## src/rtl/core/lesf_pkg.sv

```systemverilog
// shared types and constants for the largest empty square finder
package lesf_pkg;

    localparam int CHAR_W = 8;
    localparam int SIZE_W = 11;
    localparam int POS_W  = 10;
    localparam int LEN_W  = 11;
    localparam int CFG_IDX_W = 1;

    localparam logic [CHAR_W-1:0] OBSTACLE_RST   = 8'd111;
    localparam int                ROW_LENGTH_RST = 1024;

    // configuration register indexes
    localparam logic [CFG_IDX_W-1:0] REG_OBSTACLE_CHAR = 1'b0;
    localparam logic [CFG_IDX_W-1:0] REG_ROW_LENGTH    = 1'b1;

    typedef struct packed {
        logic [CHAR_W-1:0] cell_char;
        logic              last_cell;
    } t_cell_word;

    typedef struct packed {
        logic              found;
        logic [SIZE_W-1:0] square_size;
        logic [POS_W-1:0]  corner_row;
        logic [POS_W-1:0]  corner_col;
        logic              overflow;
    } t_result_word;

    // per-cell control handed from the scan stage to the evaluate stage
    typedef struct packed {
        logic empty;
        logic border;
        logic over;
        logic last;
    } t_cell_flags;

endpackage

```

## src/rtl/core/lesf_scan.sv

```systemverilog
// configuration registers and raster position counters
module lesf_scan import lesf_pkg::*; #(
    parameter int MAX_COLS = 1024,
    parameter int MAX_ROWS = 1024,
    parameter int CW       = 10,
    parameter int RW       = 11,
    parameter int RIW      = 10
) (
    input  logic                 i_clk,
    input  logic                 i_rst_n,
    input  logic                 i_cfg_we,
    input  logic [CFG_IDX_W-1:0] i_cfg_idx,
    input  logic [LEN_W-1:0]     i_cfg_data,
    input  logic                 i_acc,
    input  t_cell_word           i_cell,
    output logic [CW-1:0]        o_col,
    output logic [RIW-1:0]       o_row,
    output t_cell_flags          o_flags
);

    localparam int LEN_M1_RST = (ROW_LENGTH_RST > MAX_COLS) ? MAX_COLS - 1
                                                             : ROW_LENGTH_RST - 1;

    logic [CHAR_W-1:0] r_obstacle;
    logic [CW-1:0]     r_len_m1;
    logic [CW-1:0]     r_col, n_col;
    logic [RW-1:0]     r_row, n_row;
    logic [CW-1:0]     cfg_len_m1;
    logic              over;

    // clamp the row length into 1..MAX_COLS and keep it minus one
    always_comb begin
        if (i_cfg_data == '0) begin
            cfg_len_m1 = '0;
        end else if (32'(i_cfg_data) > 32'(MAX_COLS)) begin
            cfg_len_m1 = CW'(MAX_COLS - 1);
        end else begin
            cfg_len_m1 = CW'(i_cfg_data - LEN_W'(1));
        end
    end

    always_ff @(posedge i_clk) begin
        if (!i_rst_n) begin
            r_obstacle <= OBSTACLE_RST;
            r_len_m1   <= CW'(LEN_M1_RST);
        end else if (i_cfg_we) begin
            case (i_cfg_idx)
                REG_OBSTACLE_CHAR: r_obstacle <= i_cfg_data[CHAR_W-1:0];
                REG_ROW_LENGTH:    r_len_m1   <= cfg_len_m1;
                default: ;
            endcase
        end
    end

    assign over = (r_row >= RW'(MAX_ROWS));

    always_comb begin
        n_col = r_col;
        n_row = r_row;
        if (i_cell.last_cell) begin
            n_col = '0;
            n_row = '0;
        end else if (r_col >= r_len_m1) begin
            n_col = '0;
            if (!over) begin
                n_row = r_row + RW'(1);
            end
        end else begin
            n_col = r_col + CW'(1);
        end
    end

    always_ff @(posedge i_clk) begin
        if (!i_rst_n) begin
            r_col <= '0;
            r_row <= '0;
        end else if (i_acc) begin
            r_col <= n_col;
            r_row <= n_row;
        end
    end

    assign o_col          = r_col;
    assign o_row          = RIW'(r_row);
    assign o_flags.empty  = (i_cell.cell_char != r_obstacle);
    assign o_flags.border = (r_row == '0) || (r_col == '0);
    assign o_flags.over   = over;
    assign o_flags.last   = i_cell.last_cell;

endmodule

```

## config.mk

```make
export PLATFORM = sky130hd
export DESIGN_NAME = lesf_scan
export DESIGN_NICKNAME = d
export VERILOG_FILES = /design/src/rtl/core/lesf_pkg.sv /design/src/rtl/core/lesf_scan.sv
export SDC_FILE = /design/constraint.sdc
export NUM_CORES = 1
export LEC_CHECK = 0
export BUFFER_PORTS_ARGS = -buffer_cell sky130_fd_sc_hd__buf_4
export CORE_ASPECT_RATIO = 1.25
export CORE_UTILIZATION = 50
export DETAILED_ROUTE_END_ITERATION = 10
export PLACE_DENSITY = 0.86
export RECOVER_POWER = 100
export SYNTH_ARGS = -nofsm -noshare
export SYNTH_HDL_FRONTEND = slang
export SYNTH_SLANG_ARGS = --single-unit
```

## constraint.sdc

```tcl
create_clock -name i_clk -period 2.21 [get_ports i_clk]
set_input_delay 0.1105 -clock i_clk [delete_from_list [all_inputs] [get_ports i_clk]]
set_output_delay 0.1105 -clock i_clk [all_outputs]
set_load 0.1 [all_outputs]
```

==> Word-level counts from Yosys, hierarchy flattened <==
Index checks and enable logic that the tools add are counted.
{ "word_totals": {"ff_bits": 39, "latch_bits": 0, "mem_bits_rw": 0, "rom_bits": 0, "input_bits": 25, "out_inout_bits": 24, "elab_cells": 28, "mem_count": 0} }
{ "classes": {"n_addsub": 3, "n_mul": 0, "div": 0, "order_cmp": 3, "eq_ne": 2, "shifts": 0, "muxes": 7, "n_bitwise": 1, "reduce_logical": 8} }
{ "ops": {"columns": ["cell", "count"], "rows": [
  ["10-bit 2-to-1 mux", 4],
  ["11-bit 2-to-1 mux", 3],
  ["11-bit zero test", 2],
  ["11-bit by 1-bit adder with 11-bit output, second input constant", 1],
  ["11-bit >= comparator, second input constant", 1],
  ["11-bit > comparator, second input constant", 1],
  ["10-bit by 1-bit adder with 10-bit output, second input constant", 1],
  ["10-bit >= comparator", 1],
  ["10-bit zero test", 1],
  ["10-bit by 1-bit subtractor with 10-bit output, second input constant", 1],
  ["8-bit inequality test", 1],
  ["2-bit AND reduction", 2],
  ["3-bit AND reduction", 1],
  ["2-bit inequality test, second input constant", 1],
  ["2-bit nonzero test", 1],
  ["1-bit logical OR", 1],
  ["1-bit inverter", 1]
]} }

==> Logic depth before layout (Yosys ltp) <==
Gate-level depths: netlist of the first run.
{ "depth": {"depth_word": 4, "ltp_mapped": 10, "ltp_nobuf": 8} }

==> Worst setup path before layout of the first run <==
OpenSTA, ideal clock, no wires.
{ "synth_path": {"path_type": "reg2out", "startpoint": "register r_col[5], in the netlist o_col[5]", "endpoint": "output port o_flags[2] (netlist bit)", "arrival_ps": 4233, "required_ps": 2099, "setup_slack_ps": -2133, "stages_incl_launch_ff": 4, "n_path_buf": 0, "path_cell_list": "dfxtp_1 nor4_1 nand3b_1 o41ai_1"} }
{ "synth_lines": {"columns": ["item", "line", "rtl"], "rows": [
  ["start: declaration", "lesf_scan.sv:26", "logic [CW-1:0] r_col, n_col;"],
  ["start signal: assignment", "lesf_scan.sv:78", "r_col <= n_col;"],
  ["end: declaration", "lesf_scan.sv:18", "output t_cell_flags o_flags"]
]} }

==> Worst setup path in the final report of the first run <==
{ "layout_path": {"startpoint": "register r_col[0], in the netlist o_col[0]", "endpoint": "register r_col[9], in the netlist o_col[9]"} }
{ "layout_between": {"elab_chain_len": 3, "elab_cells_between_ends": 4, "classes_between": "add/sub: 1; order compare: 1; mux: 2"} }
{ "layout_lines": {"columns": ["item", "line", "rtl"], "rows": [
  ["10-bit by 1-bit adder with 10-bit output / 10-bit >= comparator (equally long branches)", "lesf_scan.sv:69, lesf_scan.sv:63", null],
  ["10-bit 2-to-1 mux (*)", "lesf_scan.sv:63", "end else if (r_col >= r_len_m1) begin"],
  ["10-bit 2-to-1 mux (*)", "lesf_scan.sv:60", "if (i_cell.last_cell) begin"]
]} }
Mark *: on every way between the ends. The rest lies on a longest branch, timed or not.
A chain may end at the register's enable or synchronous reset.

==> flow_metrics.py, run 1 <==
metrics = {
    "timing": {
        "drv_slew": 0,
        "setup_tns_ps": 0,
        "final.setup.worst_slack_ps": 169,
        "period_share_pct": 92.3,
        "finalSetupViolCount": 0,
        "hold_violations": 0,
        "fin_skew_ps": 4.04,
        "maxSlewHeadroom_pct": 21.4,
        "rsz0062_at_grt": "no",
        "max_freq_mhz": 490,
        "worst_pin_slew_ps": 1180,
        "min_period_ps": 2040,
    },
    "cts": {
        "clock_latency_ps": 280,
        "post_cts_buffers": 0,
        "cts_buffers": 5,
        "cts_root_buffer": "clkbuf_8",
        "clock_sinks": 39,
        "post_cts_resized": 0,
        "path_clk_slew_ps": 70,
        "ctsHoldBuffers": 0,
        "htreeDepth": 2,
        "clock_path_buffers": 2,
        "cts_tree": "done",
    },
    "logic_synthesis": {
        "synthCells": 305,
        "synth_flop_cell": "dfxtp_1",
        "synth_edf_count": 0,
        "ys_types": 52,
        "synth_area_mm2": 0.00251,
        "ys_ff_latch": 39,
        "ys_seq_area_share_pct": 31.1,
        "async_flop_share_pct": 0,
        "syn_area_per_cell_um2": 8.23,
        "syn_nets": 345,
        "synth_warnings": 0,
    },
    "power_and_ir_drop": {
        "seqPwrFrac_pct": 49.5,
        "p_clk_share_pct": 35.0,
        "leakagePower_nw": 1.24,
        "combPwrFrac_pct": 15.4,
        "peakVddDrop_mv": 0.251,
        "p_int_mw": 1.09,
        "power.density_mw_per_mm2": 524,
        "p_sw_mw": 0.390,
        "p_sw_share_pct": 26.3,
    },
    "setup_path": {
        "cp.buffers_inverters": 2,
        "end_kind": "register",
        "critical_path_arrival_ps": 2250,
        "required_ps": 2420,
        "cpMaxStageDelayCell": "dfxtp_4",
        "start_kind": "register",
        "cp_cell_sequence": "inv_2, ha_1, nand2b_1, a21oi_1, o21bai_1, a211o_1, clkbuf_1, a21bo_2, nor2_1",
        "crit_fanout": 7,
        "cp_top_family": "compound AO/OA/AOI/OAI gates",
        "worst_path_largest_cell_delay_ps": 370,
        "path_class": "register to register",
    },
    "layout": {
        "fill_cells": 492,
        "syn2layout_area_growth_pct": 12.4,
        "nets": 375,
        "stdcell_area_mm2": 0.00282,
        "n_antenna_cell": 0,
        "instances_no_fill": 396,
        "drive_gt1_share_pct": 15.5,
    },
    "place": {
        "dp.cells": 388,
        "dp_worst_setup_slack_ps": 242,
        "io_buffers": 48,
        "place_area_mm2": 0.00285,
        "hpwl_mm": 4.16,
        "place_congestion": 0.833,
    },
    "status": {
        "status": "finished clean",
    },
    "die": {
        "ios": 49,
        "dieArea_mm2": 0.00531,
        "rows": 28,
        "die_w_um": 65.4,
        "core_area_mm2": 0.00476,
        "die_height_um": 81.2,
        "start_util_pct": 52.7,
    },
    "drt": {
        "drcViolationCount": 0,
        "wire_per_inst_um": 13.9,
        "vias_per_cell": 5.72,
        "routed_wl_mm": 5.49,
        "drtIter0Drc": 209,
        "vias": 2267,
        "firstDrtPassIters": 4,
        "ant_nets": 0,
    },
    "grt": {
        "first_global_vias": 2186,
        "antenna_found_initial": 0,
        "track_usage_pct": 21.8,
        "grt_max_degree": 45,
        "grt_pass1_wl_mm": 9.18,
        "gr-total-overflow": 0,
    },
    "worst_hold_path": {
        "hp-class": "input port to register",
    },
    "run": {
        "cap_violations": 0,
    },
}
## cell usage after synthesis (4+ instances only)
master	instances	area, um^2
nand4_1	4	25.0
nor3b_1	4	30.0
ha_1	15	188
a32o_1	8	80.1
and3_1	6	37.5
dfxtp_1	39	781
nor2b_1	4	25.0
buf_2	4	20.0
nor2_1	24	90.1
a21oi_1	8	40.0
o211ai_1	11	82.6
o21ai_0	5	25.0
clkbuf_1	8	30.0
xnor2_1	6	52.6
nor3_1	6	30.0
nand2_1	38	143
nand2b_1	4	25.0
buf_4	12	90.1
nand3_1	14	70.1
inv_1	18	67.6
xor2_1	14	123
and3b_1	6	52.6
o211ai_2	4	50.1
nor4_1	6	37.5
## cell families (layout without fill, tap and decap cells)
group	Yosys count	after routing	share of synthesized area, %
compound gates	54	54	16.4
xor+xnor	20	20	6.98
fa+ha+maj	17	17	8.28
buf+inv	45	76	9.03
flops	39	39	31.1
simple gates	130	130	28.2
## cell usage in the layout, fill, tap and decap left out, drive strengths merged, types with 8 or more instances in the layout
master	instances
inv	18
dfxtp	39
nor2	24
o211ai	15
ha	15
nand3	14
xor2	14
buf	23
a32o	8
clkbuf	35
nand2	38
a21oi	8
## path summary, 6_finish.rpt
kind              slack, ps                     start  cells after the start                    endpoint
setup / recovery        170     o_col[0]$_SDFFE_PN0P_                      9       o_col[9]$_SDFFE_PN0P_
hold / removal          100             i_cfg_data[3]                      3  r_obstacle[3]$_SDFFE_PN1P_
setup reg to reg        170     o_col[0]$_SDFFE_PN0P_                      9       o_col[9]$_SDFFE_PN0P_
hold reg to reg         480  r_len_m1[9]$_SDFFE_PN1P_                      2    r_len_m1[9]$_SDFFE_PN1P_
## area by class of cell
| class | count | area [um^2] | area share (%) |
|---|---|---|---|
| clock buffers | 8 | 100 | 3.55 |
| flip-flops and latches | 39 | 808 | 28.7 |
| repair buffers | 50 | 279 | 9.89 |
| inverters | 18 | 67.6 | 2.40 |
| multi-input cells | 221 | 1490 | 52.8 |
| well taps | 60 | 75.1 | 2.66 |
## sequential cells by signal (all words and copies together), names as in the netlist
signal and cells:
o_col 10, r_obstacle 8, r_row 11, r_len_m1 10
## worst reg2reg max path: stages (launching register included)
cell and delay, ps:
dfxtp_4 370, inv_2 50, ha_1 280, nand2b_1 140, a21oi_1 140, o21bai_1 70, a211o_1 290, clkbuf_1 200
a21bo_2 300, nor2_1 130
## layer usage
metal  share of wire (%)  global-route usage [%]  vias up
met5                   0                       0        -
met1                  41                    23.1     1069
met3                 4.3                    2.95        8
li1                    -                       -     1124
met4                 1.4                    10.2        0
met2                  53                    41.9       66
## metrics by stage
stage                     util, %  hold slack (ps)  power, mW
final                        59.2              104       1.48
after global routing         59.2              118       1.54
after CTS                    61.8              106       1.50
after detailed placement     59.7              401      0.988
after global placement       59.7              378      0.979
after floorplan                 -              235      0.908
## power by group through the flow
stage / Combinational (mW) / Sequential [mW] / Clock [mW]
after CTS: 0.240 / 0.733 / 0.528
after detailed placement: 0.239 / 0.749 / 0
final: 0.228 / 0.733 / 0.518
after floorplan: 0.152 / 0.756 / 0
after global routing: 0.253 / 0.735 / 0.551
after global placement: 0.231 / 0.748 / 0
No activity file was read; power rests on OpenSTA's default activity.
==> inputs of run 2 (changes only) <==
--- a/config.mk
+++ b/config.mk
@@ -9,7 +9,7 @@
 export CORE_ASPECT_RATIO = 1.25
 export CORE_UTILIZATION = 50
 export DETAILED_ROUTE_END_ITERATION = 10
-export PLACE_DENSITY = 0.86
+export PLACE_DENSITY = 0.76
 export RECOVER_POWER = 100
 export SYNTH_ARGS = -nofsm -noshare
 export SYNTH_HDL_FRONTEND = slang
==> run 2 against run 1 <==
Final area rose by 0.31%. Critical path depth did not move. Via count fell by 4.1%. Cell count did not move. Sequential power barely moved. Sequential share of layout area fell by 0.089 points. Flip-flop and latch count did not move. Wire length fell by 3.1%. Power rose by 6.1%. Setup slack improved by 26 ps. Combinational power fell by 2%. Largest power group unchanged.
==> flow_metrics.py, run 2 (synthesis gave the netlist of run 1 again) <==
metrics = {
    "status": {
        "status": "finished clean",
    },
    "drt": {
        "vias_per_cell": 5.49,
        "routed_wl_mm": 5.32,
        "wire_per_inst_um": 13.4,
        "ant_nets": 0,
        "firstDrtPassIters": 4,
        "drcViolationCount": 0,
        "vias": 2174,
        "drtIter0Drc": 83,
    },
    "worst_hold_path": {
        "hp-start": "i_cfg_data[3]",
        "hold_depth": 3,
        "hp-class": "input port to register",
        "hold_end": "r_obstacle[3]$_SDFFE_PN1P_",
    },
    "layout": {
        "largest_register_ffs": 11,
        "n_antenna_cell": 0,
        "syn2layout_area_growth_pct": 12.8,
        "nets": 375,
        "drive_gt1_share_pct": 14.9,
        "layout_common_cells": "38 x nand2_1, 29 x dfxtp_1, 24 x nor2_1, 24 x clkbuf_1, 22 x buf_4",
        "instances_no_fill": 396,
        "final_common_cell": "nand2_1",
        "stdcell_area_mm2": 0.00283,
        "largest-register": "r_row",
        "fill_cells": 491,
        "final_core_util_pct": 59.4,
    },
    "setup_path": {
        "timing.rr.start": "o_col[0]$_SDFFE_PN0P_",
        "reg2reg_slack_ps": 190,
        "critical_path_arrival_ps": 2230,
        "end_kind": "register",
        "required_ps": 2420,
        "start_kind": "register",
        "r2r_end": "r_row[0]$_SDFFE_PN0P_",
        "crit_fanout": 11,
        "path_class": "register to register",
        "rr_worst_depth": 9,
    },
    "grt": {
        "first_global_vias": 1973,
        "gr-total-overflow": 0,
        "grt_pass1_wl_mm": 8.82,
        "grt_max_degree": 45,
        "track_usage_pct": 21.2,
        "antenna_found_initial": 0,
    },
    "power_and_ir_drop": {
        "p_sw_mw": 0.401,
        "finalPower_mw": 1.57,
        "p_clk_share_pct": 39.1,
        "power.density_mw_per_mm2": 555,
        "seqPwrFrac_pct": 46.7,
        "peakVddDrop_mv": 0.325,
        "p_sw_share_pct": 25.6,
        "leakagePower_nw": 1.25,
        "p_int_mw": 1.17,
        "combPwrFrac_pct": 14.3,
    },
    "cts": {
        "clock_sinks": 39,
        "post_cts_buffers": 0,
        "ctsHoldBuffers": 0,
        "clock_latency_ps": 290,
        "cts_root_buffer": "clkbuf_8",
        "clock_path_buffers": 2,
        "post_cts_resized": 0,
        "path_clk_slew_ps": 80,
        "cts_buffers": 5,
        "htreeDepth": 2,
        "cts_tree": "done",
    },
    "timing": {
        "setup_tns_ps": 0,
        "finalSetupViolCount": 0,
        "rsz0062_at_grt": "no",
        "worst_hold_slack_ps": 96.3,
        "worst_pin_slew_ps": 1210,
        "max_freq_mhz": 496,
        "drv_slew": 0,
        "final.setup.worst_slack_ps": 195,
        "period_share_pct": 91.2,
        "hold_violations": 0,
        "maxSlewHeadroom_pct": 20.0,
        "min_period_ps": 2020,
        "fin_skew_ps": 6.82,
    },
    "place": {
        "hpwl_mm": 3.81,
        "place_area_mm2": 0.00285,
        "io_buffers": 48,
        "place_congestion": 0.837,
        "dp.cells": 388,
        "dp_worst_setup_slack_ps": 254,
    },
    "die": {
        "start_util_pct": 52.7,
        "core_area_mm2": 0.00476,
        "die_w_um": 65.4,
        "dieArea_mm2": 0.00531,
        "ios": 49,
        "rows": 28,
        "die_height_um": 81.2,
    },
    "run": {
        "cap_violations": 0,
    },
}
-- run 2: how the worst max path moves through the flow --
stage / startpoint / end / slack [ps] / cells past startpoint
2_1_floorplan: o_col[0]$_SDFFE_PN0P_ / r_row[2]$_SDFFE_PN0P_ / 0.3 / 10
3_3_place_gp: o_col[0]$_SDFFE_PN0P_ / r_row[7]$_SDFFE_PN0P_ / 290 / 8
3_5_place_dp: o_col[0]$_SDFFE_PN0P_ / r_row[2]$_SDFFE_PN0P_ / 250 / 8
4_1_cts: o_col[0]$_SDFFE_PN0P_ / r_row[2]$_SDFFE_PN0P_ / 240 / 8
5_1_grt: r_len_m1[7]$_SDFFE_PN1P_ / r_row[6]$_SDFFE_PN0P_ / 80 / 9
6_report: o_col[0]$_SDFFE_PN0P_ / r_row[0]$_SDFFE_PN0P_ / 190 / 9
-- run 2: worst max-delay path, cell delays in order (launching register included) --
cell and delay (ps):
dfxtp_4 380, inv_2 50, ha_1 270, nand2b_1 140, a21oi_1 140, o21bai_1 80, a211o_1 290, clkbuf_2 210
and3_1 220, o22ai_1 170
-- run 2: power by group through the flow --
stage / clock (mW) / sequential, mW / combinational [mW]
2_1_floorplan: 0 / 0.756 / 0.152
3_3_place_gp: 0 / 0.748 / 0.232
3_5_place_dp: 0 / 0.748 / 0.235
4_1_cts: 0.630 / 0.732 / 0.238
5_1_grt: 0.660 / 0.736 / 0.249
6_report: 0.613 / 0.733 / 0.224
-- run 2: per-layer routing --
metal  track usage (%)  vias up  part of all wire [%]
li1                  -     1126                     -
met1              25.6     1001                    46
met2              37.8       45                    50
met3              3.93        2                   3.5
met4              5.87        0                  0.51
met5                 0        -                     0
-- run 2: area by class of cell --
class	instances	area, um^2	area share (%)
Multi-Input combinational cell	221	1490	52.5
Sequential cell	39	808	28.6
Timing Repair Buffer	50	275	9.73
Clock buffer	6	82.6	2.92
Tap cell	60	75.1	2.65
Inverter	18	67.6	2.39
Clock inverter	2	35.0	1.24
==> inputs of run 3 (changes only) <==
--- a/config.mk
+++ b/config.mk
@@ -9,7 +9,7 @@
 export CORE_ASPECT_RATIO = 1.25
 export CORE_UTILIZATION = 50
 export DETAILED_ROUTE_END_ITERATION = 10
-export PLACE_DENSITY = 0.76
+export PLACE_DENSITY = 0.77
 export RECOVER_POWER = 100
 export SYNTH_ARGS = -nofsm -noshare
 export SYNTH_HDL_FRONTEND = slang
==> run 3 against run 2 <==
Sequential share of layout area grew 0.33 points. Core utilization is 0.68 points lower. Wire length is 0.53% lower. Cell count is 0.25% lower. Critical path type is now register to output pin. Critical endpoint is now o_flags[2]. Largest cell class unchanged. Highest routed layer unchanged.
==> flow_metrics.py, run 3 (synthesis gave the netlist of run 1 again) <==
metrics = {
    "power_and_ir_drop": {
        "p_sw_mw": 0.412,
        "p_int_mw": 1.02,
        "p_sw_share_pct": 28.7,
        "power.density_mw_per_mm2": 513,
        "peakVddDrop_mv": 0.255,
        "combPwrFrac_pct": 15.5,
        "p_clk_share_pct": 33.4,
        "finalPower_mw": 1.44,
        "seqPwrFrac_pct": 51.0,
        "leakagePower_nw": 1.23,
    },
    "cts": {
        "ctsHoldBuffers": 0,
        "path_clk_slew_ps": 80,
        "clock_path_buffers": 2,
        "cts_tree": "done",
        "clock_sinks": 39,
        "clock_latency_ps": 290,
        "post_cts_resized": 0,
        "htreeDepth": 2,
        "cts_buffers": 5,
        "cts_root_buffer": "clkbuf_8",
        "post_cts_buffers": 0,
    },
    "die": {
        "dieArea_mm2": 0.00531,
        "die_height_um": 81.2,
        "start_util_pct": 52.7,
        "rows": 28,
        "die_w_um": 65.4,
        "ios": 49,
        "core_area_mm2": 0.00476,
    },
    "layout": {
        "layout_common_cells": "38 x nand2_1, 29 x dfxtp_1, 24 x nor2_1, 24 x clkbuf_1, 23 x buf_4",
        "n_antenna_cell": 0,
        "final_common_cell": "nand2_1",
        "largest_register_ffs": 11,
        "fill_cells": 487,
        "drive_gt1_share_pct": 14.6,
        "syn2layout_area_growth_pct": 11.5,
        "largest-register": "r_row",
        "nets": 374,
    },
    "drt": {
        "drcViolationCount": 0,
        "vias": 2199,
        "drtIter0Drc": 135,
        "ant_nets": 0,
        "vias_per_cell": 5.57,
        "wire_per_inst_um": 13.4,
        "firstDrtPassIters": 5,
        "routed_wl_mm": 5.29,
    },
    "setup_path": {
        "start_kind": "register",
        "end_kind": "output pin",
        "crit_fanout": 10,
        "required_ps": 2100,
        "critical_path_arrival_ps": 1890,
        "path_class": "register to output pin",
    },
    "grt": {
        "antenna_found_initial": 0,
        "grt_pass1_wl_mm": 8.98,
        "first_global_vias": 2010,
        "grt_max_degree": 45,
        "track_usage_pct": 21.7,
        "gr-total-overflow": 0,
    },
    "timing": {
        "rsz0062_at_grt": "no",
        "maxSlewHeadroom_pct": 21.9,
        "drv_slew": 0,
        "finalSetupViolCount": 0,
        "min_period_ps": 2000,
        "period_share_pct": 90.7,
        "final.setup.worst_slack_ps": 205,
        "fin_skew_ps": 8.92,
        "worst_pin_slew_ps": 1180,
        "max_freq_mhz": 499,
        "hold_violations": 0,
        "setup_tns_ps": 0,
    },
    "run": {
        "cap_violations": 0,
    },
    "place": {
        "dp_worst_setup_slack_ps": 275,
        "place_congestion": 0.796,
        "io_buffers": 48,
        "hpwl_mm": 3.88,
    },
    "status": {
        "status": "finished clean",
    },
    "worst_hold_path": {
        "hp-class": "input port to register",
    },
}
==> run 3: final cells by class <==
type	count	area [um^2]	share of cell area (%)
tap	60	75.1	2.68
clock inverter	3	18.8	0.671
timing repair buffer	49	273	9.75
multi-input combinational	221	1490	53.1
clock buffer	5	68.8	2.46
sequential	39	808	28.9
inverter	18	67.6	2.42
==> run 3: metrics by stage <==
stage | cells | util (%) | cell area, um^2 | hold slack (ps)
floorplan | 305 | - | 2560 | 235
global placement | 387 | 59.6 | 2840 | 382
detailed placement | 387 | 59.6 | 2840 | 384
CTS | 395 | 61.4 | 2930 | 68.2
global route | 395 | 58.7 | 2800 | 83.5
finish | 395 | 58.7 | 2800 | 73.3
==> run 3: per-layer routing <==
layer	vias to the layer above	GRT usage, %	wire length (um)
met2	43	39.7	2730
met3	4	4.21	191
li1	1126	-	-
met1	1026	25.0	2320
met4	0	7.17	53
met5	-	0	0
==> run 3: final timing paths <==
path / startpoint / endpoint / slack, ps / cells after the start
max: r_row[10]$_SDFFE_PN0P_ / o_flags[2] / 210 / 4
min: i_cfg_data[2] / r_obstacle[2]$_SDFFE_PN1P_ / 70 / 3
max reg2reg: o_col[0]$_SDFFE_PN0P_ / o_col[6]$_SDFFE_PN0P_ / 240 / 9
min reg2reg: r_obstacle[4]$_SDFFE_PN0P_ / r_obstacle[4]$_SDFFE_PN0P_ / 480 / 2
==> run 3: power groups by stage <==
stage	Combinational [mW]	Clock, mW	Sequential, mW
floorplan	0.152	0	0.756
global placement	0.232	0	0.748
detailed placement	0.235	0	0.749
CTS	0.236	0.497	0.733
global route	0.249	0.526	0.736
finish	0.223	0.480	0.732
==> run 3: worst max-delay path, cell delays in order (launching register included) <==
cell and delay [ps]:
dfxtp_1 410, nor4_1 360, nand4b_1 250, o41ai_4 100, buf_2 480
