--- src/rtl/core/lesf_pkg.sv ---
// shared types and constants for the largest empty square finder
package lesf_pkg;

    localparam int CHAR_W = 8;
    localparam int SIZE_W = 11;
    localparam int POS_W  = 10;
    localparam int LEN_W  = 11;
    localparam int CFG_IDX_W = 1;

    localparam logic [CHAR_W-1:0] OBSTACLE_RST   = 8'd111;
    localparam int                ROW_LENGTH_RST = 1024;

    // configuration register indexes
    localparam logic [CFG_IDX_W-1:0] REG_OBSTACLE_CHAR = 1'b0;
    localparam logic [CFG_IDX_W-1:0] REG_ROW_LENGTH    = 1'b1;

    typedef struct packed {
        logic [CHAR_W-1:0] cell_char;
        logic              last_cell;
    } t_cell_word;

    typedef struct packed {
        logic              found;
        logic [SIZE_W-1:0] square_size;
        logic [POS_W-1:0]  corner_row;
        logic [POS_W-1:0]  corner_col;
        logic              overflow;
    } t_result_word;

    // per-cell control handed from the scan stage to the evaluate stage
    typedef struct packed {
        logic empty;
        logic border;
        logic over;
        logic last;
    } t_cell_flags;

endpackage

--- src/rtl/core/lesf_eval.sv ---
// cell value update, line buffer write-back, best square tracking, result register
module lesf_eval import lesf_pkg::*; #(
    parameter int CW  = 10,
    parameter int RIW = 10,
    parameter int VW  = 11
) (
    input  logic           i_clk,
    input  logic           i_rst_n,
    input  logic           i_acc,
    input  logic [CW-1:0]  i_col,
    input  logic [RIW-1:0] i_row,
    input  t_cell_flags    i_flags,
    output logic           o_ready,
    input  logic [VW-1:0]  i_rd_data,
    output logic           o_wr_en,
    output logic [CW-1:0]  o_wr_addr,
    output logic [VW-1:0]  o_wr_data,
    output logic           o_out_valid,
    input  logic           i_out_ready,
    output t_result_word   o_out_data
);

    logic           r_s1_valid;
    logic [CW-1:0]  r_s1_col;
    logic [RIW-1:0] r_s1_row;
    t_cell_flags    r_s1_flags;
    logic           r_fwd_hit;
    logic [VW-1:0]  r_fwd_val;
    logic [VW-1:0]  r_left, r_diag;
    logic [VW-1:0]  r_best_size;
    logic [RIW-1:0] r_best_row;
    logic [CW-1:0]  r_best_col;
    logic           r_out_valid;
    t_result_word   r_out_data;

    logic [VW-1:0]  up, min_lu, min3, val;
    logic           out_free, s1_go, eval_en, better;
    logic [VW-1:0]  n_best_size;
    logic [RIW-1:0] n_best_row;
    logic [CW-1:0]  n_best_col;

    // up value: forwarded when the previous word wrote the same column
    assign up     = r_fwd_hit ? r_fwd_val : i_rd_data;
    assign min_lu = (r_left < up) ? r_left : up;
    assign min3   = (r_diag < min_lu) ? r_diag : min_lu;

    always_comb begin
        if (!r_s1_flags.empty) begin
            val = '0;
        end else if (r_s1_flags.border) begin
            val = VW'(1);
        end else begin
            val = min3 + VW'(1);
        end
    end

    assign out_free = !r_out_valid || i_out_ready;
    assign s1_go    = r_s1_valid && (!r_s1_flags.last || out_free);
    assign o_ready  = !r_s1_valid || s1_go;
    assign eval_en  = !r_s1_flags.over;
    assign better   = eval_en && (val > r_best_size);

    assign n_best_size = better ? val : r_best_size;
    assign n_best_row  = better ? r_s1_row : r_best_row;
    assign n_best_col  = better ? r_s1_col : r_best_col;

    assign o_wr_en   = s1_go && eval_en;
    assign o_wr_addr = r_s1_col;
    assign o_wr_data = val;

    always_ff @(posedge i_clk) begin
        if (i_acc) begin
            r_s1_col   <= i_col;
            r_s1_row   <= i_row;
            r_s1_flags <= i_flags;
            r_fwd_hit  <= o_wr_en && (r_s1_col == i_col);
            r_fwd_val  <= val;
        end
    end

    always_ff @(posedge i_clk) begin
        if (!i_rst_n) begin
            r_s1_valid <= 1'b0;
        end else if (i_acc) begin
            r_s1_valid <= 1'b1;
        end else if (s1_go) begin
            r_s1_valid <= 1'b0;
        end
    end

    always_ff @(posedge i_clk) begin
        if (!i_rst_n) begin
            r_left      <= '0;
            r_diag      <= '0;
            r_best_size <= '0;
            r_best_row  <= '0;
            r_best_col  <= '0;
        end else if (s1_go) begin
            if (r_s1_flags.last) begin
                r_left      <= '0;
                r_diag      <= '0;
                r_best_size <= '0;
                r_best_row  <= '0;
                r_best_col  <= '0;
            end else if (eval_en) begin
                r_left      <= val;
                r_diag      <= up;
                r_best_size <= n_best_size;
                r_best_row  <= n_best_row;
                r_best_col  <= n_best_col;
            end
        end
    end

    always_ff @(posedge i_clk) begin
        if (!i_rst_n) begin
            r_out_valid <= 1'b0;
        end else if (s1_go && r_s1_flags.last) begin
            r_out_valid <= 1'b1;
        end else if (i_out_ready) begin
            r_out_valid <= 1'b0;
        end
    end

    always_ff @(posedge i_clk) begin
        if (s1_go && r_s1_flags.last) begin
            r_out_data.found       <= (n_best_size != '0);
            r_out_data.square_size <= SIZE_W'(n_best_size);
            r_out_data.corner_row  <= POS_W'(n_best_row);
            r_out_data.corner_col  <= POS_W'(n_best_col);
            r_out_data.overflow    <= r_s1_flags.over;
        end
    end

    assign o_out_valid = r_out_valid;
    assign o_out_data  = r_out_data;

endmodule

--- config.mk ---
export PLATFORM = sky130hd
export DESIGN_NAME = lesf_eval
export DESIGN_NICKNAME = d
export VERILOG_FILES = /design/src/rtl/core/lesf_pkg.sv /design/src/rtl/core/lesf_eval.sv
export SDC_FILE = /design/constraint.sdc
export NUM_CORES = 1
export LEC_CHECK = 0
export ABC_AREA = 0
export BUFFER_PORTS_ARGS = -buffer_cell sky130_fd_sc_hd__buf_2
export CORE_ASPECT_RATIO = 1.4
export CORE_MARGIN = 4
export CORE_UTILIZATION = 61
export DETAILED_ROUTE_END_ITERATION = 7
export PLACE_DENSITY_LB_ADDON = 0.25
export RECOVER_POWER = 25
export REMOVE_ABC_BUFFERS = 1
export SETUP_SLACK_MARGIN = 0.4
export SLEW_MARGIN = 40
export SYNTH_ARGS = -nofsm -noshare
export SYNTH_HDL_FRONTEND = slang
export SYNTH_SLANG_ARGS = --single-unit
--- constraint.sdc ---
create_clock -name i_clk -period 19.3 [get_ports i_clk]
set_clock_uncertainty 0.05 [all_clocks]
set_input_delay 3.86 -clock i_clk [delete_from_list [all_inputs] [get_ports i_clk]]
set_output_delay 3.86 -clock i_clk [all_outputs]
set_load 0.05 [all_outputs]
* After elaboration in Yosys (flattened, before gate mapping) *
Cells that the tools add are included.

storage, ports and cells
  register bits after elaboration = 124
  output and inout bits = 57

cells by class
  add/sub/neg operators = 1
  magnitude comparators = 3
  eq/ne operators = 2
  multiplexer cells = 22
  reductions and logical operators = 16

operator list
  operator                                       number
  2-to-1 mux 11 bit                              12
  2-to-1 mux 10 bit                              6
  less-than comparator 11 bit                    2
  adder 11 x 1 -> 11 bit, second input constant  1
  > comparator 11 bit                            1
  nonzero test 11 bit                            1
  == test 10 bit                                 1
  logical AND 1 bit                              5
  logical NOT 1 bit                              4
  2-to-1 mux 1 bit                               4
  nonzero test 2 bit                             2
  logical OR 1 bit                               3
  inequality test 2 bit, second input constant   1
  AND reduction 2 bit                            1

* Longest topological paths before layout *
Gate-level depths: netlist (run 1).

  depth after elaboration = 13
  depth in mapped cells = 40
  gate-level depth less buffers = 34

* Worst setup path before layout (run 1) *
No wires, ideal clock.

  path kind = input-to-output
  start point = input i_rd_data[10]
  end point = output o_wr_data[6]
  data arrival time = 10.076 ns
  data required time = 15.390 ns
  setup slack = 5.314 ns
  stages = 24
  buffers on the path = 4
  cell sequence = mux2i_1 -> ha_1 -> nand4_1 -> or4_1 -> o32a_1 -> nand2_1 -> clkbuf_1 -> clkbuf_1 -> nand2_1 -> o21ai_0 -> ha_1 -> and4_1 -> a221o_1 -> nor4b_1 -> or3_1 -> buf_4 -> clkbuf_1 -> nor2_1 -> a21oi_1 -> inv_1 -> ha_1 -> inv_1 -> nor3_1 -> nor3b_1

on the way
  longest elaborated chain between the ends = 8

RTL lines
  item                         RTL line         text
  start: declaration           lesf_eval.sv:14  input logic [VW-1:0] i_rd_data,
  2-to-1 mux 11 bit *          lesf_eval.sv:43  assign up = r_fwd_hit ? r_fwd_val : i_rd_data;
  less-than comparator 11 bit  lesf_eval.sv:44  assign min_lu = (r_left < up) ? r_left : up;
  2-to-1 mux 11 bit *          lesf_eval.sv:44
  less-than comparator 11 bit  lesf_eval.sv:45  assign min3 = (r_diag < min_lu) ? r_diag : min_lu;
  2-to-1 mux 11 bit *          lesf_eval.sv:45
  adder 11 x 1 -> 11 bit *     lesf_eval.sv:53  val = min3 + VW'(1);
  2-to-1 mux 11 bit *          lesf_eval.sv:50  end else if (r_s1_flags.border) begin
  2-to-1 mux 11 bit *          lesf_eval.sv:48  if (!r_s1_flags.empty) begin
  end: declaration             lesf_eval.sv:17  output logic [VW-1:0] o_wr_data,

Every way passes the cells marked *; elsewhere a longest branch is shown, timed or not.

* Worst setup path in the final report (run 1) *
  start point = input i_rd_data[8]
  end point = output o_wr_data[2]

The elaborated chain is that of the path after synthesis.

==> out/qor.yml, run 1 <==
clock_network:
  post_cts_resized: 0
  cts_made_buffers: 17
  root_buffer: "clkbuf_16"
  cts_tree: "done"
  hold_buffers: 0
  clkTransAtPathRegs_ps: 60
  clock_latency_ps: 410
  postCtsSetupBuffers: 0
  cts_sinks: 124
  cts_max_level: 4
  clock_path_buffers: 2
finish:
  drive_gt1_share_pct: 25.7
  area_growth_pct: 19.5
  fillers: 673
  layout.nets: 697
  diodes: 0
detailed_routing:
  wl_per_cell_um: 21.0
  first_iter_violations: 345
  ant_nets: 0
  drc: 2
  first_pass_iters: 8
  wl_mm: 16.3
  via_per_inst: 6.21
  vias: 4805
synth:
  synth_area_leaders: "edfxtp_1, dfxtp_1, ha_1, mux2_2, a22o_1"
  synth_commonest_cells: "edfxtp_1, dfxtp_1, a22o_1, ha_1, mux2_2"
  yosysMostFrequentCell: "edfxtp_1"
  synth_seq_cells: 124
  ys_async_sr_fraction_pct: 0
  yosysSeqAreaShare_pct: 52.0
  syn_area_um2: 6100
  yosysUniqueCellTypes: 57
  yosys_warnings: 0
  synth_flop_cell: "edfxtp_1"
  netlist.area_leader.share_pct: 33.9
  netlist.top_cell.by_area: "edfxtp_1"
  synthCells: 534
  synth_edf_count: 69
  syn_avg_cell_area_um2: 11.4
global_routing:
  first_global_vias: 4914
  grt_start_max_net_pins: 38
  grt_first_pass_wirelength_mm: 26.0
  antenna_found_initial: 0
  track_usage_pct: 28.6
  grt_overflow: 0
pwr:
  p_per_area_nw_per_um2: 98.0
  leakagePower_nw: 2.87
  totalPowerFinal_mw: 0.714
  ir_worst_vdd_mv: 0.0854
worst_hold_path:
  holdCritPathClass: "register to register"
sta:
  drv_slew: 38
  setup_tns_ps: 0
  period_needed_ps: 13990
  rsz0062_at_grt: "no"
  worst_slack_ps: 5310
  post-route-period-util_pct: 72.5
  finalSetupViolations: 0
  worst_pin_slew_ps: 2260
  clock.fmax_mhz: 71.5
  slew_headroom_pct: -50.9
  hold_violations: 0
die:
  fp.dieArea_um2: 11700
  initial_utilization_pct: 63.5
  num_io_pins: 96
  core-area_um2: 9620
  row_count: 42
  die_h_um: 126
  die_width_um: 92.5
place:
  pre_cts_ws_ps: 5180
  hpwl_mm: 10.9
  portBuffers: 95
  routabilityCongestion: 0.893
run_status:
  violations: "design-rule violations, max-capacitance violations, max-slew violations"
  outcome: "complete, but fails checks"
worst_setup_path:
  start_kind: "input pin"
  path_max_fanout: 21
  worstPathRequired_ps: 15390
  worst-endpoint-arrival_ps: 10080
  critPathKind: "input pin to output port"
  cp-end-kind: "output port"
job:
  drv_cap: 1
==> registers in the layout, summed over array words and instances (netlist names) <==
register     flops
r_best_size     11
o_out_valid      1
r_s1_valid       1
r_diag          11
o_wr_addr       10
r_left          11
r_s1_flags       4
r_s1_row        10
o_out_data      33
r_best_col      10
r_best_row      10
r_fwd_hit        1
r_fwd_val       11
==> per-stage QoR <==
stage               area (um2)  instances  utilization (%)  hold slack, ps
CTS                       7300        774             75.9             423
global placement          6650        741             69.2             400
detailed placement        6680        742             69.4             403
floorplan                 5940        507                -             387
global route              7290        774             75.8             435
finish                    7290        774             75.8             422
==> report_power, final <==
| part | internal (mW) | total [mW] | switching, mW | leakage [nW] |
|---|---|---|---|---|
| Clock | 0.209 | 0.334 | 0.125 | 0.297 |
| Sequential | 0.290 | 0.298 | 0.00768 | 1.11 |
| Combinational | 0.0268 | 0.0820 | 0.0552 | 1.47 |
==> per-layer routing <==
layer  vias up  track usage, %  wire length, um
met5         -               0                0
met4         0            12.7              575
met3        51            6.22              856
met2       208            51.6             8770
met1      2347            32.1             6060
li1       2199               -                -
==> placed cells by master, fill, tap and decap left out, drive strengths merged, types with 15 or more instances in the layout <==
master  instances
ha             29
inv            26
a22o           31
mux2           29
o21ai          24
a21oi          28
mux2i          17
nand2          27
clkbuf         29
dfxtp          55
buf            92
nor2b          28
edfxtp         69
nor2           23
nor3           23
xnor2          15
==> worst paths after layout <==
check	from	end	slack, ps	cells past startpoint
setup / recovery	i_rd_data[8]	o_wr_data[2]	5310	23
hold / removal	r_best_row[9]	r_best_row[9]	420	1
setup reg to reg	r_fwd_hit	r_best_row[8]	9230	36
hold reg to reg	r_best_row[9]	r_best_row[9]	420	1
==> layout make-up <==
| class | count | area (um2) | share of cell area (%) |
|---|---|---|---|
| flip-flops and latches | 124 | 3170 | 43.5 |
| multi-input cells | 362 | 2720 | 37.3 |
| repair buffers | 103 | 529 | 7.26 |
| clock buffers | 18 | 439 | 6.02 |
| clock inverters | 14 | 184 | 2.52 |
| well taps | 132 | 165 | 2.27 |
| inverters | 21 | 78.8 | 1.08 |
==> critical path, cell delays in order <==
cell and delay, ps:
buf_2 90, mux2i_1 310, ha_1 210, nand4_1 190, or4_1 600, o32a_1 370
nand2_1 490, nor2_1 110, a21oi_1 180, inv_1 80, ha_1 310, a21oi_1 130
nand2_1 70, a221o_1 420, nor4b_1 510, or3_1 570, nor2_1 100, a21oi_1 180
inv_1 60, ha_1 220, xnor2_1 130, nor2_1 480, buf_2 380
==> cell families (layout without fill, tap and decap cells) <==
logic type                 after synthesis  after routing  share of synthesized area, %
muxes                                   46             46                          8.14
and+or+nand+nor                        141            141                          12.1
DFF                                    124            124                          52.0
AOI/OAI and AO/OA                      129            129                          15.4
adders and majority gates               29             29                          5.95
buffers and inverters                   48            156                          4.00
xor gates and xnor gates                17             17                          2.44
No activity file was read; power rests on OpenSTA's default activity.
==> inputs of run 2 (changes only) <==
CORE_UTILIZATION = 51   (was 61)
clock period = 12.6 ns   (was 19.3 ns; I/O delays follow)
==> run 2 against run 1 <==
Compared with the run above: the run ends with max-capacitance violations, max-slew violations left; register-to-register slack got worse by 6700 ps; sequential power increased by 52%; final cell count up 2.8%; critical endpoint is now o_out_data[18]; clock power grew 59%; final area is 1.1% higher; via count down 2.7%; sequential share of layout area fell by 0.47 points; combinational power up 57%; die area increased by 18%; first-iteration DRC count fell by 33%; critical path depth increased by 12; global-route usage shrank 5.4 points.
==> out/qor.yml, run 2 (synthesized netlist as in run 1, its figures left out) <==
global_routing:
  grt_overflow: 0  # unchanged
  antenna_found_initial: 0  # unchanged
  first_global_vias: 4858  # -1.1%
  grt_first_pass_wirelength_mm: 24.9  # -4.3%
  grt_start_max_net_pins: 38  # unchanged
  track_usage_pct: 23.3  # -5.4 points
worst_setup_path:
  critPathKind: "input pin to register"
  critPathLaunch: "i_rd_data[8]"
  start_kind: "input pin"
  slowest_delay_ps: 610  # about the same
  crit_top_cell: "a21oi_1"
  worst-endpoint-arrival_ps: 11460  # +1380 ps
  cp-end-kind: "register"
  worstPathRequired_ps: 12700  # -2690 ps
  critical-path-slowest-cell: "or4_1"
  r2r-start: "r_fwd_hit"
  path_max_fanout: 22  # +4.8%
place:
  portBuffers: 95  # unchanged
  pre_cts_ws_ps: 921  # -4260 ps
  routabilityCongestion: 0.890  # -0.32%
  dp_cells: 764  # +3.0%
  hpwl_mm: 11.1  # +1.5%
die:
  num_io_pins: 96  # unchanged
  core-area_um2: 11800  # +22%
  row_count: 47  # +12%
  die_h_um: 137  # +8.8%
  die_width_um: 100  # +8.6%
  initial_utilization_pct: 51.9  # -12 points
  fp.dieArea_um2: 13800  # +18%
run_status:
  violations: "max-capacitance violations, max-slew violations"
  outcome: "complete, but fails checks"
job:
  drv_cap: 1  # unchanged
sta:
  slew_headroom_pct: -44.3  # +6.5 points
  hold_violations: 0  # unchanged
  clock.fmax_mhz: 88.0
  finalSetupViolations: 0  # unchanged
  drv_slew: 38  # unchanged
  post-route-period-util_pct: 90.2
  worst_slack_ps: 1240  # -4070 ps
  rsz0062_at_grt: "no"
  worst_pin_slew_ps: 2170  # -97.9 ps
  setup_tns_ps: 0  # unchanged
  period_needed_ps: 11360
pwr:
  power_frac_seq_pct: 40.7  # -1.0 points
  p_comb_share_pct: 11.5  # about the same
  p_switching_mw: 0.274  # +46%
  swShare_pct: 24.6  # -1.7 points
  cellInternalPower_mw: 0.841  # +60%
  ir_worst_vdd_mv: 0.115  # +34%
  p_per_area_nw_per_um2: 151  # +54%
  leakagePower_nw: 2.91  # +1.4%
  totalPowerFinal_mw: 1.11  # +56%
  power_frac_clock_pct: 47.7  # +0.9 points
detailed_routing:
  drc: 0  # -2
  first_pass_iters: 5  # -3
  wl_per_cell_um: 19.4  # -7.7%
  ant_nets: 0  # unchanged
  via_per_inst: 5.88  # -5.4%
  vias: 4677  # -2.7%
  first_iter_violations: 230  # -33%
  wl_mm: 15.4  # -5.0%
clock_network:
  cts_sinks: 124  # unchanged
  clock_latency_ps: 400  # about the same
  root_buffer: "clkbuf_16"
  cts_tree: "done"
  post_cts_resized: 0  # unchanged
  cts_max_level: 4  # unchanged
  hold_buffers: 0  # unchanged
  clkTransAtPathRegs_ps: 50  # about the same
  cts_made_buffers: 17  # unchanged
  postCtsSetupBuffers: 0  # unchanged
  clock_path_buffers: 2  # unchanged
finish:
  diodes: 0  # unchanged
  final_cell_mix: "buf_2, edfxtp_1, dfxtp_1, a22o_1"
  area_growth_pct: 20.7
  fillers: 982  # +46%
  layout.nets: 704  # +1.0%
  final_common_cell: "buf_2"
  fin_cells: 796  # +2.8%
  drive_gt1_share_pct: 25.7  # +0.031 points
  largest_register_ffs: 33  # unchanged
worst_hold_path:
  holdCritPathClass: "register to register"
  holdCritStartpoint: "r_best_row[5]"
==> run 2: path summary, 6_finish.rpt <==
kind / to / cells past startpoint / slack [ps]
min: r_best_row[5] / 1 / 420
min reg2reg: r_best_row[5] / 1 / 420
max reg2reg: o_out_data[18] / 34 / 2500
max: o_out_data[18] / 35 / 1240
==> run 2: area by class of cell <==
class                      count  area (um2)  area share (%)
clock buffer                  19         433            5.87
clock inverter                13         214            2.90
inverter                      21        78.8            1.07
multi-input combinational    362        2710            36.7
sequential                   124        3170            43.1
tap                          147         184            2.50
timing repair buffer         110         582            7.89
==> run 2: power by group through the flow <==
stage                     Sequential [mW]  Clock (mW)  Combinational (mW)
final                               0.454       0.532               0.129
after global routing                0.456       0.558               0.138
after CTS                           0.454       0.539               0.130
after detailed placement            0.462           0               0.129
after global placement              0.462           0               0.126
after floorplan                     0.485           0              0.0635
==> run 2: layer usage <==
layer,GRT usage (%),part of all wire (%),vias to the layer above
met2,41.4,53,148
met4,9.89,2.9,0
met5,0,0,-
met3,5.83,5.1,34
li1,-,-,2218
met1,26.3,39,2277
==> run 2: stage by stage <==
stage | area, um2 | hold slack [ps] | util, %
after CTS | 7390 | 418 | 62.8
final | 7370 | 418 | 62.7
after detailed placement | 6740 | 400 | 57.3
after global placement | 6720 | 400 | 57.1
after floorplan | 5940 | 387 | -
after global routing | 7370 | 430 | 62.7
==> run 2: worst max-delay path, delay by kind of cell <==
kind            cells  cell delay, ps
compound gates     13            3170
fa+ha+maj           4            1090
buf+inv             4             680
mux                 2             740
simple gates       12            3240
==> inputs of run 3 (changes only) <==
CORE_MARGIN = 2   (was 4)
CORE_UTILIZATION = 53   (was 51)
CTS_BUF_LIST = sky130_fd_sc_hd__clkbuf_8   (was not set)
CTS_CLUSTER_DIAMETER = 150   (was not set)
==> run 3 against run 2 <==
Compared with the run above: the flow still finishes with violations (max-capacitance violations, max-slew violations); critical path depth down 15; power down 20%; utilization up 0.45 points; register-to-register slack better by 330 ps; final area down 3.4%; combinational power about the same; first-iteration DRC count down 7.8%; non-clock buffer count up 4; global-route usage up 2.2 points; final cell count up 0.13%; die area down 10%; critical endpoint is now o_wr_data[7].
==> out/qor.yml, run 3 (synthesized netlist as in run 1, its figures left out) <==
run_status:
  outcome: "complete, but fails checks"
  violations: "max-capacitance violations, max-slew violations"
sta:
  rsz0062_at_grt: "no"
  worst_pin_slew_ps: 2230  # +64.7 ps
  drv_slew: 38  # unchanged
  setup_tns_ps: 0  # unchanged
  worst_slack_ps: 1380  # +145 ps
  clock.fmax_mhz: 89.1  # +1.3%
  slew_headroom_pct: -48.7  # -4.3 points
  post-route-period-util_pct: 89.0  # -1.2 points
  finalSetupViolations: 0  # unchanged
  hold_violations: 0  # unchanged
  period_needed_ps: 11220  # -145 ps
worst_setup_path:
  crit_path_cell_trace: "buf_2 -> mux2i_1 -> ha_1 -> nand4_1 -> or4_1 -> o32a_1 -> nand2_1 -> nor2_1 -> a21oi_1 -> inv_1 -> ha_1 -> a21oi_1 -> nand2_1 -> a221o_1 -> nor4b_1 -> or3_1 -> mux2i_1 -> o311a_1 -> or2_1 -> buf_2"
  path_max_fanout: 21  # -4.5%
  worst-endpoint-arrival_ps: 8650  # -2810 ps
  cp-end-kind: "output port"
  worstPathRequired_ps: 10030  # -2670 ps
  critPathKind: "input pin to output port"
  start_kind: "input pin"
  critical-path-slowest-cell: "or4_1"
  slowest_delay_ps: 600  # about the same
pwr:
  leakagePower_nw: 2.80  # -3.7%
  p_per_area_nw_per_um2: 125  # -18%
  ir_worst_vdd_mv: 0.0874  # -24%
  totalPowerFinal_mw: 0.887  # -20%
global_routing:
  grt_overflow: 0  # unchanged
  grt_first_pass_wirelength_mm: 23.8  # -4.6%
  first_global_vias: 4687  # -3.5%
  grt_start_max_net_pins: 38  # unchanged
  antenna_found_initial: 0  # unchanged
  track_usage_pct: 25.5  # +2.2 points
detailed_routing:
  ant_nets: 0  # unchanged
  drc: 0  # unchanged
  wl_mm: 15.2  # -1.8%
  first_pass_iters: 5  # unchanged
  first_iter_violations: 212  # -7.8%
  vias: 4686  # +0.19%
  via_per_inst: 5.88  # about the same
  wl_per_cell_um: 19.0  # -1.9%
clock_network:
  cts_made_buffers: 17  # unchanged
  post_cts_resized: 0  # unchanged
  root_buffer: "clkbuf_8"
  cts_max_level: 4  # unchanged
  clock_path_buffers: 2  # unchanged
  clkTransAtPathRegs_ps: 70  # +20 ps
  hold_buffers: 0  # unchanged
  cts_tree: "done"
  cts_sinks: 124  # unchanged
  clock_latency_ps: 430  # +30 ps
  postCtsSetupBuffers: 0  # unchanged
place:
  hpwl_mm: 11.1  # +0.23%
  routabilityCongestion: 0.873  # -2.0%
  pre_cts_ws_ps: 1210  # +288 ps
  place_area_um2: 6790  # +0.76%
  portBuffers: 95  # unchanged
finish:
  diodes: 0  # unchanged
  final_core_util_pct: 63.1  # +0.45 points
  final_common_cell: "buf_2"
  final_cell_mix: "buf_2, edfxtp_1, dfxtp_1, a22o_1"
  drive_gt1_share_pct: 26.3  # +0.61 points
  design_area_um2: 7120  # -3.4%
  area_growth_pct: 16.6
  layout.nets: 708  # +0.57%
  largest_register_ffs: 33  # unchanged
die:
  row_count: 46  # -2.1%
  fp.dieArea_um2: 12400  # -10%
  initial_utilization_pct: 54.1  # +2.2 points
  die_h_um: 131  # -4.7%
  die_width_um: 94.7  # -5.7%
  core-area_um2: 11300  # -4.1%
  num_io_pins: 96  # unchanged
worst_hold_path:
  holdCritPathClass: "register to register"
job:
  drv_cap: 1  # unchanged
==> run 3: cell count changes in the layout (fill, tap and decap cells not counted), sizes merged <==
cell / previous run / this run
clkinvlp: 2 / 4
clkinv: 4 / 7
bufinv: 5 / 0
inv: 23 / 24
buf: 99 / 103
clkbuf: 30 / 29
==> run 3: final cells by class <==
class / instances / area [um2]
clock inverters: 14 / 97.6
repair buffers: 114 / 632
flip-flops and latches: 124 / 3170
inverters: 21 / 78.8
fillers: 964 / 4160
multi-input cells: 362 / 2710
well taps: 144 / 180
clock buffers: 18 / 248
==> run 3: per-stage QoR <==
step | instances | hold slack (ps)
2_1_floorplan | 507 | 387
3_3_place_gp | 763 | 401
3_5_place_dp | 765 | 406
4_1_cts | 797 | 427
5_1_grt | 797 | 435
6_report | 797 | 423
==> run 3: layer usage <==
| layer | routed length (um) | vias up | GRT usage, % |
|---|---|---|---|
| li1 | - | 2218 | - |
| met3 | 775 | 33 | 5.79 |
| met2 | 8130 | 160 | 45.9 |
| met4 | 444 | 0 | 11.8 |
| met1 | 5820 | 2275 | 28.3 |
| met5 | 0 | - | 0 |
==> run 3: worst max-delay path, delay by kind of cell <==
| family | cells | cell delay, ps |
|---|---|---|
| simple gates | 8 | 2910 |
| fa+ha+maj | 2 | 530 |
| buf+inv | 3 | 540 |
| compound gates | 5 | 1350 |
| mux | 2 | 790 |
==> run 3: worst paths after layout <==
kind / from / endpoint / slack, ps / cells after the start
worst max register to register: r_fwd_hit / r_best_size[7] / 2830 / 37
worst min-delay path: r_best_row[3] / r_best_row[3] / 420 / 1
worst min register to register: r_best_row[3] / r_best_row[3] / 420 / 1
worst max-delay path: i_rd_data[10] / o_wr_data[7] / 1380 / 20
==> run 3: power breakdown <==
group	leakage, nW	internal, mW	switching [mW]
Combinational	1.52	0.0452	0.0860
Clock	0.172	0.140	0.162
Sequential	1.11	0.444	0.00915
